<file path="src/rtl/core/pcicfg_pkg.sv">
package pcicfg_pkg;

    // Transaction kinds carried on the input tuser
    localparam logic [1:0] MODE_READ   = 2'd0;
    localparam logic [1:0] MODE_WRITE  = 2'd1;
    localparam logic [1:0] MODE_REINIT = 2'd2;

    // Configuration register indexes (byte address = 4 * index)
    localparam logic [2:0] REG_DEVICE_SELECT = 3'd0;
    localparam logic [2:0] REG_BAR0_RESET    = 3'd1;
    localparam logic [2:0] REG_BAR5_RESET    = 3'd6;

    localparam int unsigned NUM_BARS = 6;

    // Header word indexes
    localparam logic [5:0] WORD_ID        = 6'd0;
    localparam logic [5:0] WORD_CMD_STAT  = 6'd1;
    localparam logic [5:0] WORD_CLASS     = 6'd2;
    localparam logic [5:0] WORD_MISC      = 6'd3;
    localparam logic [5:0] WORD_BAR0      = 6'd4;
    localparam logic [5:0] WORD_BAR3      = 6'd7;
    localparam logic [5:0] WORD_BAR5      = 6'd9;
    localparam logic [5:0] WORD_CARDBUS   = 6'd10;
    localparam logic [5:0] WORD_SUBSYS    = 6'd11;
    localparam logic [5:0] WORD_ROM       = 6'd12;
    localparam logic [5:0] WORD_CAP       = 6'd13;
    localparam logic [5:0] WORD_RSVD      = 6'd14;
    localparam logic [5:0] WORD_INT       = 6'd15;

    localparam logic [31:0] SEL_MASK        = 32'h7FFF_FF00;
    localparam logic [31:0] ALL_ONES        = 32'hFFFF_FFFF;
    localparam logic [31:0] MASK_8M         = 32'hFF80_0000;
    localparam logic [31:0] MASK_64K        = 32'hFFFF_0000;
    localparam logic [31:0] ID_WORD         = 32'h4026_110A;
    localparam logic [31:0] CMD_STATUS_INIT = 32'h0200_0007;
    localparam logic [31:0] CLASS_INIT      = 32'h0200_0000;
    localparam logic [31:0] INTPIN_INIT     = 32'h0000_0100;

    // Size mask of a BAR by its position 0..5
    function automatic logic [31:0] bar_mask(input logic [2:0] idx);
        return (idx == 3'd3) ? MASK_8M : MASK_64K;
    endfunction

endpackage

</file>
<file path="src/rtl/core/pci_config_header_bar_probe_unit.sv">
// Channel  | Dir | Handshake                | Payload
// s_axis   | in  | s_axis_tvalid/tready     | tdata: cfg_address, write_data; tuser: mode
// m_axis   | out | m_axis_tvalid/tready     | tdata: read_data; tuser: write_handled
// apb      | in  | psel/penable, pready = 1 | paddr, pwdata, prdata (7 registers)
//
// One transaction per cycle sustained while m_axis is ready: an input register and a
// result register with the header lookup and update between them.
// rst_n (async, active low) loads the header defaults and clears the probe flags.
// A stall on m_axis holds the result; the input register still takes one more
// transaction before s_axis_tready drops.
module pci_config_header_bar_probe_unit
    import pcicfg_pkg::*;
(
    input  logic        clk,
    input  logic        rst_n,
    input  logic        s_axis_tvalid,
    output logic        s_axis_tready,
    input  logic [63:0] s_axis_tdata,   // [31:0] cfg_address, [63:32] write_data
    input  logic [1:0]  s_axis_tuser,   // [1:0] mode
    output logic        m_axis_tvalid,
    input  logic        m_axis_tready,
    output logic [31:0] m_axis_tdata,   // [31:0] read_data
    output logic [0:0]  m_axis_tuser,   // [0] write_handled
    input  logic        psel,
    input  logic        penable,
    input  logic        pwrite,
    input  logic [4:0]  paddr,
    input  logic [31:0] pwdata,
    output logic [31:0] prdata,
    output logic        pready
);

    logic [30:0] device_select_reg;
    logic [31:0] bar_reset_reg [NUM_BARS];

    logic        in_valid_reg;
    logic [1:0]  in_mode_reg;
    logic [31:0] in_addr_reg;
    logic [31:0] in_data_reg;

    logic        out_valid_reg;
    logic [31:0] out_data_reg;
    logic        out_handled_reg;

    // Writable header state; the rest of the header is constant
    logic [15:0] cmd_low_reg;
    logic [15:0] misc_low_reg;
    logic [7:0]  int_low_reg;
    logic [31:0] bar_reg [NUM_BARS];
    logic [NUM_BARS-1:0] probe_reg;

    logic        cfg_wr;
    logic [2:0]  cfg_idx;
    logic        advance;
    logic        do_op;
    logic [5:0]  word;
    logic [5:0]  bar_off;
    logic [2:0]  bar_idx;
    logic        hit;
    logic [31:0] rd_word;
    logic [31:0] rd_data;
    logic        handled;

    // Configuration port
    assign pready  = 1'b1;
    assign cfg_wr  = psel && penable && pwrite && pready;
    assign cfg_idx = paddr[4:2];

    always_comb
    begin
        prdata = '0;
        if (cfg_idx == REG_DEVICE_SELECT)
        begin
            prdata = {1'b0, device_select_reg};
        end
        else if (cfg_idx <= REG_BAR5_RESET)
        begin
            prdata = bar_reset_reg[cfg_idx - REG_BAR0_RESET];
        end
    end

    always_ff @(posedge clk or negedge rst_n)
    begin
        if (!rst_n)
        begin
            device_select_reg <= '0;
            for (int i = 0; i < NUM_BARS; i++)
            begin
                bar_reset_reg[i] <= '0;
            end
        end
        else if (cfg_wr)
        begin
            if (cfg_idx == REG_DEVICE_SELECT)
            begin
                device_select_reg <= pwdata[30:0];
            end
            else if (cfg_idx <= REG_BAR5_RESET)
            begin
                bar_reset_reg[cfg_idx - REG_BAR0_RESET] <= pwdata;
            end
        end
    end

    // Pipeline control: advance when the result register is free or drains
    assign advance       = !out_valid_reg || m_axis_tready;
    assign s_axis_tready = !in_valid_reg || advance;
    assign do_op         = in_valid_reg && advance;

    always_ff @(posedge clk or negedge rst_n)
    begin
        if (!rst_n)
        begin
            in_valid_reg <= 1'b0;
        end
        else if (s_axis_tready)
        begin
            in_valid_reg <= s_axis_tvalid;
        end
    end

    always_ff @(posedge clk)
    begin
        if (s_axis_tready && s_axis_tvalid)
        begin
            in_mode_reg <= s_axis_tuser;
            in_addr_reg <= s_axis_tdata[31:0];
            in_data_reg <= s_axis_tdata[63:32];
        end
    end

    // Decode the address
    assign word    = in_addr_reg[7:2];
    assign bar_off = word - WORD_BAR0;
    assign bar_idx = bar_off[2:0];
    assign hit     = (in_addr_reg & SEL_MASK) == {1'b0, device_select_reg};

    // Header read
    always_comb
    begin
        case (word) inside
            WORD_ID, WORD_SUBSYS:
                rd_word = ID_WORD;
            WORD_CMD_STAT:
                rd_word = {CMD_STATUS_INIT[31:16], cmd_low_reg};
            WORD_CLASS:
                rd_word = CLASS_INIT;
            WORD_MISC:
                rd_word = {16'h0000, misc_low_reg};
            [WORD_BAR0:WORD_BAR5]:
                rd_word = probe_reg[bar_idx] ? bar_mask(bar_idx) : bar_reg[bar_idx];
            WORD_INT:
                rd_word = {INTPIN_INIT[31:8], int_low_reg};
            default:
                rd_word = '0;
        endcase
    end

    always_comb
    begin
        rd_data = '0;
        handled = 1'b0;
        case (in_mode_reg)
            MODE_READ:
                rd_data = hit ? rd_word : ALL_ONES;
            MODE_WRITE:
                handled = !hit || (word <= WORD_INT);
            default:
            begin
                rd_data = '0;
                handled = 1'b0;
            end
        endcase
    end

    // Header update
    always_ff @(posedge clk or negedge rst_n)
    begin
        if (!rst_n)
        begin
            cmd_low_reg  <= CMD_STATUS_INIT[15:0];
            misc_low_reg <= '0;
            int_low_reg  <= INTPIN_INIT[7:0];
            probe_reg    <= '0;
            for (int i = 0; i < NUM_BARS; i++)
            begin
                bar_reg[i] <= '0;
            end
        end
        else if (do_op)
        begin
            if (in_mode_reg == MODE_REINIT)
            begin
                cmd_low_reg  <= CMD_STATUS_INIT[15:0];
                misc_low_reg <= '0;
                int_low_reg  <= INTPIN_INIT[7:0];
                probe_reg    <= '0;
                for (int i = 0; i < NUM_BARS; i++)
                begin
                    bar_reg[i] <= bar_reset_reg[i];
                end
            end
            else if (in_mode_reg == MODE_WRITE && hit)
            begin
                case (word) inside
                    WORD_CMD_STAT:
                        cmd_low_reg <= in_data_reg[15:0];
                    WORD_MISC:
                        misc_low_reg <= in_data_reg[15:0];
                    WORD_INT:
                        int_low_reg <= in_data_reg[7:0];
                    [WORD_BAR0:WORD_BAR5]:
                    begin
                        probe_reg[bar_idx] <= (in_data_reg == ALL_ONES);
                        if (in_data_reg != ALL_ONES)
                        begin
                            bar_reg[bar_idx] <= in_data_reg & bar_mask(bar_idx);
                        end
                    end
                    default:
                    begin
                        // read-only, self-clearing or absent words: nothing stored
                    end
                endcase
            end
        end
    end

    // Result register
    always_ff @(posedge clk or negedge rst_n)
    begin
        if (!rst_n)
        begin
            out_valid_reg <= 1'b0;
        end
        else if (advance)
        begin
            out_valid_reg <= in_valid_reg;
        end
    end

    always_ff @(posedge clk)
    begin
        if (do_op)
        begin
            out_data_reg    <= rd_data;
            out_handled_reg <= handled;
        end
    end

    assign m_axis_tvalid   = out_valid_reg;
    assign m_axis_tdata    = out_data_reg;
    assign m_axis_tuser[0] = out_handled_reg;

    // Reinitialize leaves every BAR out of probe mode
    assert property (@(posedge clk) disable iff (!rst_n)
        (do_op && in_mode_reg == MODE_REINIT) |=> (probe_reg == '0))
        else $error("probe flags not cleared by reinitialize");

    // An all-ones write to the selected BAR3 arms its probe flag
    assert property (@(posedge clk) disable iff (!rst_n)
        (do_op && in_mode_reg == MODE_WRITE && hit && word == WORD_BAR3
            && in_data_reg == ALL_ONES) |=> probe_reg[3])
        else $error("BAR probe not armed");

    // A result marked handled never carries read data
    assert property (@(posedge clk) disable iff (!rst_n)
        (out_valid_reg && out_handled_reg) |-> (out_data_reg == '0))
        else $error("write result carries read data");

    // Both stages full and output stalled: input must be held off
    assert property (@(posedge clk) disable iff (!rst_n)
        (in_valid_reg && out_valid_reg && !m_axis_tready) |-> !s_axis_tready)
        else $error("input accepted with full pipeline");

endmodule

</file>
<file path="config.mk">
export PLATFORM = sky130hd
export DESIGN_NAME = pci_config_header_bar_probe_unit
export DESIGN_NICKNAME = d
export VERILOG_FILES = /design/src/rtl/core/pcicfg_pkg.sv /design/src/rtl/core/pci_config_header_bar_probe_unit.sv
export SDC_FILE = /design/constraint.sdc
export NUM_CORES = 1
export LEC_CHECK = 0
export BUFFER_PORTS_ARGS = -buffer_cell sky130_fd_sc_hd__buf_2
export CAP_MARGIN = 10
export CORE_MARGIN = 1
export CORE_UTILIZATION = 35
export DETAILED_ROUTE_END_ITERATION = 7
export PLACE_DENSITY_LB_ADDON = 0.08
export SKIP_LAST_GASP = 1
export SYNTH_ARGS = -nofsm -noshare
export SYNTH_HDL_FRONTEND = slang
export SYNTH_SLANG_ARGS = --single-unit
</file>
<file path="constraint.sdc">
create_clock -name clk -period 2.6 [get_ports clk]
set_clock_uncertainty 0.2 [all_clocks]
set_input_delay 0.52 -clock clk [delete_from_list [all_inputs] [get_ports clk]]
set_output_delay 0.52 -clock clk [all_outputs]
set_load 0.02 [all_outputs]
</file>
==> results.md <==
* Status: complete, but fails checks
* Failing checks: setup timing
* Vias in the first global route at 19700
* Delay-heaviest family, CP: buffers and inverters
* Post-route ant nets at 0
* Core Rows at 97
* CP dominant cell by count: buf_6
* I/O pin cnt at 178
* Post-route clock period utilization at 1.20
* Final GP Congestion at 0.842
* Crit path required time at 1.88 ns
* Max clock buf depth at 3
* Logic pwr share at 0.193
* Synth Register Bits at 559
* Clock power share at 0.342
* TritonCTS clock tree: built
* Synth area leaders: dfrtp_1 46%, edfxtp_1 11%, mux2_2 10%
* Syn_area_per_cell at 11.9 µm²
* Tightest Hold Check Type: in2reg
* Final Hold Fails at 0
* Drt pass-1 iters at 5
* CP Class: in2out
* Synth Instances at 2123
* Synthesis-to-finish area growth at 40.2%
* Placeable Area at 70600 µm²
* Total GRT Usage at 0.248
* Critical path launch point type: input pin
* Num CTS Buffers at 68
* Drt wl/cell at 26.3 µm
* Port bufs at 171
* P_int at 18.7 mW
* Tot Pwr at 26.8 mW
* Die Span X at 270 µm
* Slew Limit Fails at 0
* RSZ-0062 raised after global routing: yes
* Rel. slew slack at 0.497
* Buf+Inv Stages, Crit Path at 6
* Maximum capacitance violations at 0
* Via/cell ratio at 5.54
* Worst setup margin at -0.518 ns
* Crit-path max cell delay at 0.22 ns
* Post-synthesis sequential area ratio at 0.575
* YS warnings at 0
* Initial Util at 0.357
* Sw Share at 0.303
* CP Data Arrival Time at 2.40 ns
* Initial antenna violation count at 0
* Slowest stage cell, crit path: xnor2_4
* Worst skew pair latency at 0.62 ns
* Post-synth cell types at 59
* Peak Freq at 321 MHz
* Fin Hold WS at 0.0434 ns
* N_diodes at 0
* Total Nets Final at 2636
* Clock Tree Root: clkbuf_16
* Worst-Margin Slew at 0.754 ns
* Design area at 35300 µm²
* Worst IR Drop VDD at 0.457 mV
* Syn_nets at 2236
* Crit-path cells: buf_8, clkinvlp_4, ha_4, buf_6, xnor2_4, nor2_4, buf_12, a22oi_2, nand2_1, a221oi_2, buf_4, o21ai_2, buf_6
* Clock transition at path regs at 0.06 ns
* Layout Utilization at 0.500
* Die area at 73000 µm²
* Hpwl dp at 61000 µm
* Post-synth top area share at 0.457
* CP Max Fanout at 6
* Post-Route WL at 92500 µm
* Total congestion overflow at 0
* DRT iter0 DRCs at 1636
* Share of layout cells above drive strength 1 at 0.455
* H-tree lvl count at 3
* Leakage at 14.8 nW
* Clock sink count at 559
* Post-route DRC at 0
* Pwr/cell area at 758 nW/µm²
* NetSw at 8.10 mW
* DIE HEIGHT at 270 µm
* Cell Area, Placed at 29100 µm²
* Minimum clock period at 3.12 ns
* First-pass GRT wire length at 135000 µm
* Top cell type by total area after synthesis: dfrtp_1
* Largest net degree at the start of global routing at 107
* Sequential Power Share at 0.465
* Mapped cell area at 25200 µm²
* CP endpoint kind: output port
* Setup violators final at 299
* Vias at 19500
-- logic make-up after synthesis --
group | after synthesis | synth area share
AOI/OAI and AO/OA | 530 | 0.143
other | 1 | 0.000149
DFF | 559 | 0.575
and+or+nand+nor | 501 | 0.0863
xor gates and xnor gates | 25 | 0.00870
muxes | 322 | 0.155
adders and majority gates | 3 | 0.00149
buffers and inverters | 182 | 0.0302
-- synthesized netlist by cell type, drive strengths merged --
cell and count:
o32ai 6, and2 3, ha 3, a41oi 1, a21oi 42, mux2i 66, nor3 15, nand3 17
a31oi 2, conb 1, nand4 15, edfxtp 96, clkbuf 116, nand2b 23, xnor2 24, a222oi 3
nor2b 5, o21ai 161, a2bb2oi 89, dfstp 3, a211o 1, dfrtp 460, mux2 224, nor4 5
nand2 355, and3 2, nand3b 2, nor2 48, o22ai 90, buf 44, o21bai 1, or4 2
nor3b 2, a22oi 65, o31ai 12, o21ba 1, mux4 32, or3 2, a221oi 38, inv 22
o211ai 18, or2 5, xor2 1
-- power by group through the flow --
stage	Combinational, mW	Clock (mW)	Sequential, mW
finish	5.16	9.15	12.5
global route	5.57	9.74	12.6
CTS	4.76	9.39	12.3
detailed placement	4.25	0	12.4
global placement	4.16	0	12.4
floorplan	2.82	0	11.5
-- worst paths after layout --
| path | startpoint | endpoint | slack (ns) | cells past startpoint |
|---|---|---|---|---|
| setup / recovery | paddr[2] | prdata[9] | -0.52 | 13 |
| hold / removal | pwdata[8] | bar_reset_reg[40] | 0.04 | 2 |
| setup reg to reg | in_addr_reg[27] | bar_reg[50] | -0.30 | 12 |
| hold reg to reg | in_valid_reg | m_axis_tvalid | 0.29 | 1 |
| max in group asynchronous | rst_n | bar_reset_reg[110] | 1.20 | 3 |
| min in group asynchronous | rst_n | bar_reg[132] | 0.21 | 2 |
-- per-stage QoR --
stage / worst slack (ns) / cells / TNS [ns]
2_1_floorplan: -0.245 / 2123 / -15.77
3_3_place_gp: -0.578 / 3228 / -73.00
3_5_place_dp: -0.615 / 3228 / -80.24
4_1_cts: -0.498 / 3485 / -57.22
5_1_grt: -0.610 / 3518 / -95.68
6_report: -0.518 / 3518 / -54.43
-- cells in the final DEF, fill, tap and decap left out, types with 71 or more instances in the layout --
cell type  netlist  layout
buf_4            6      93
dfrtp_1        460     460
buf_2           31     153
o21ai_2          1     115
buf_12           0      71
a2bb2oi_2        0      89
o22ai_1         90      90
mux2_2         224     214
nand2_1        354     346
clkbuf_16        0      80
edfxtp_1        96      96
-- timing repair --
| action | CTS | global route |
|---|---|---|
| endpoints found under the setup margin | 292 | 301 |
| pin swaps | 50 | 122 |
| resized for setup | 183 | 403 |
| hold endpoints to repair | 209 | 0 |
| buffers inserted | 42 | 31 |
| hold buffers | 66 | 0 |
| cloned | 24 | 14 |
-- area by class of cell --
class | instances | area, µm²
Timing Repair Buffer | 489 | 5210
Inverter | 22 | 86.3
Tap cell | 940 | 1180
Sequential cell | 559 | 14500
Multi-Input combinational cell | 1383 | 12200
Fill cell | 6305 | 35300
Clock inverter | 21 | 135
Clock buffer | 104 | 2010
-- per-layer routing --
metal  wire length (µm)  GRT usage  share of wire
met1              45500      0.387           0.49
met4               1870     0.0575          0.020
met2              38200      0.331           0.41
met3               6930     0.0709          0.075
met5                  0          0              0
No activity file was read; power rests on OpenSTA's default activity.
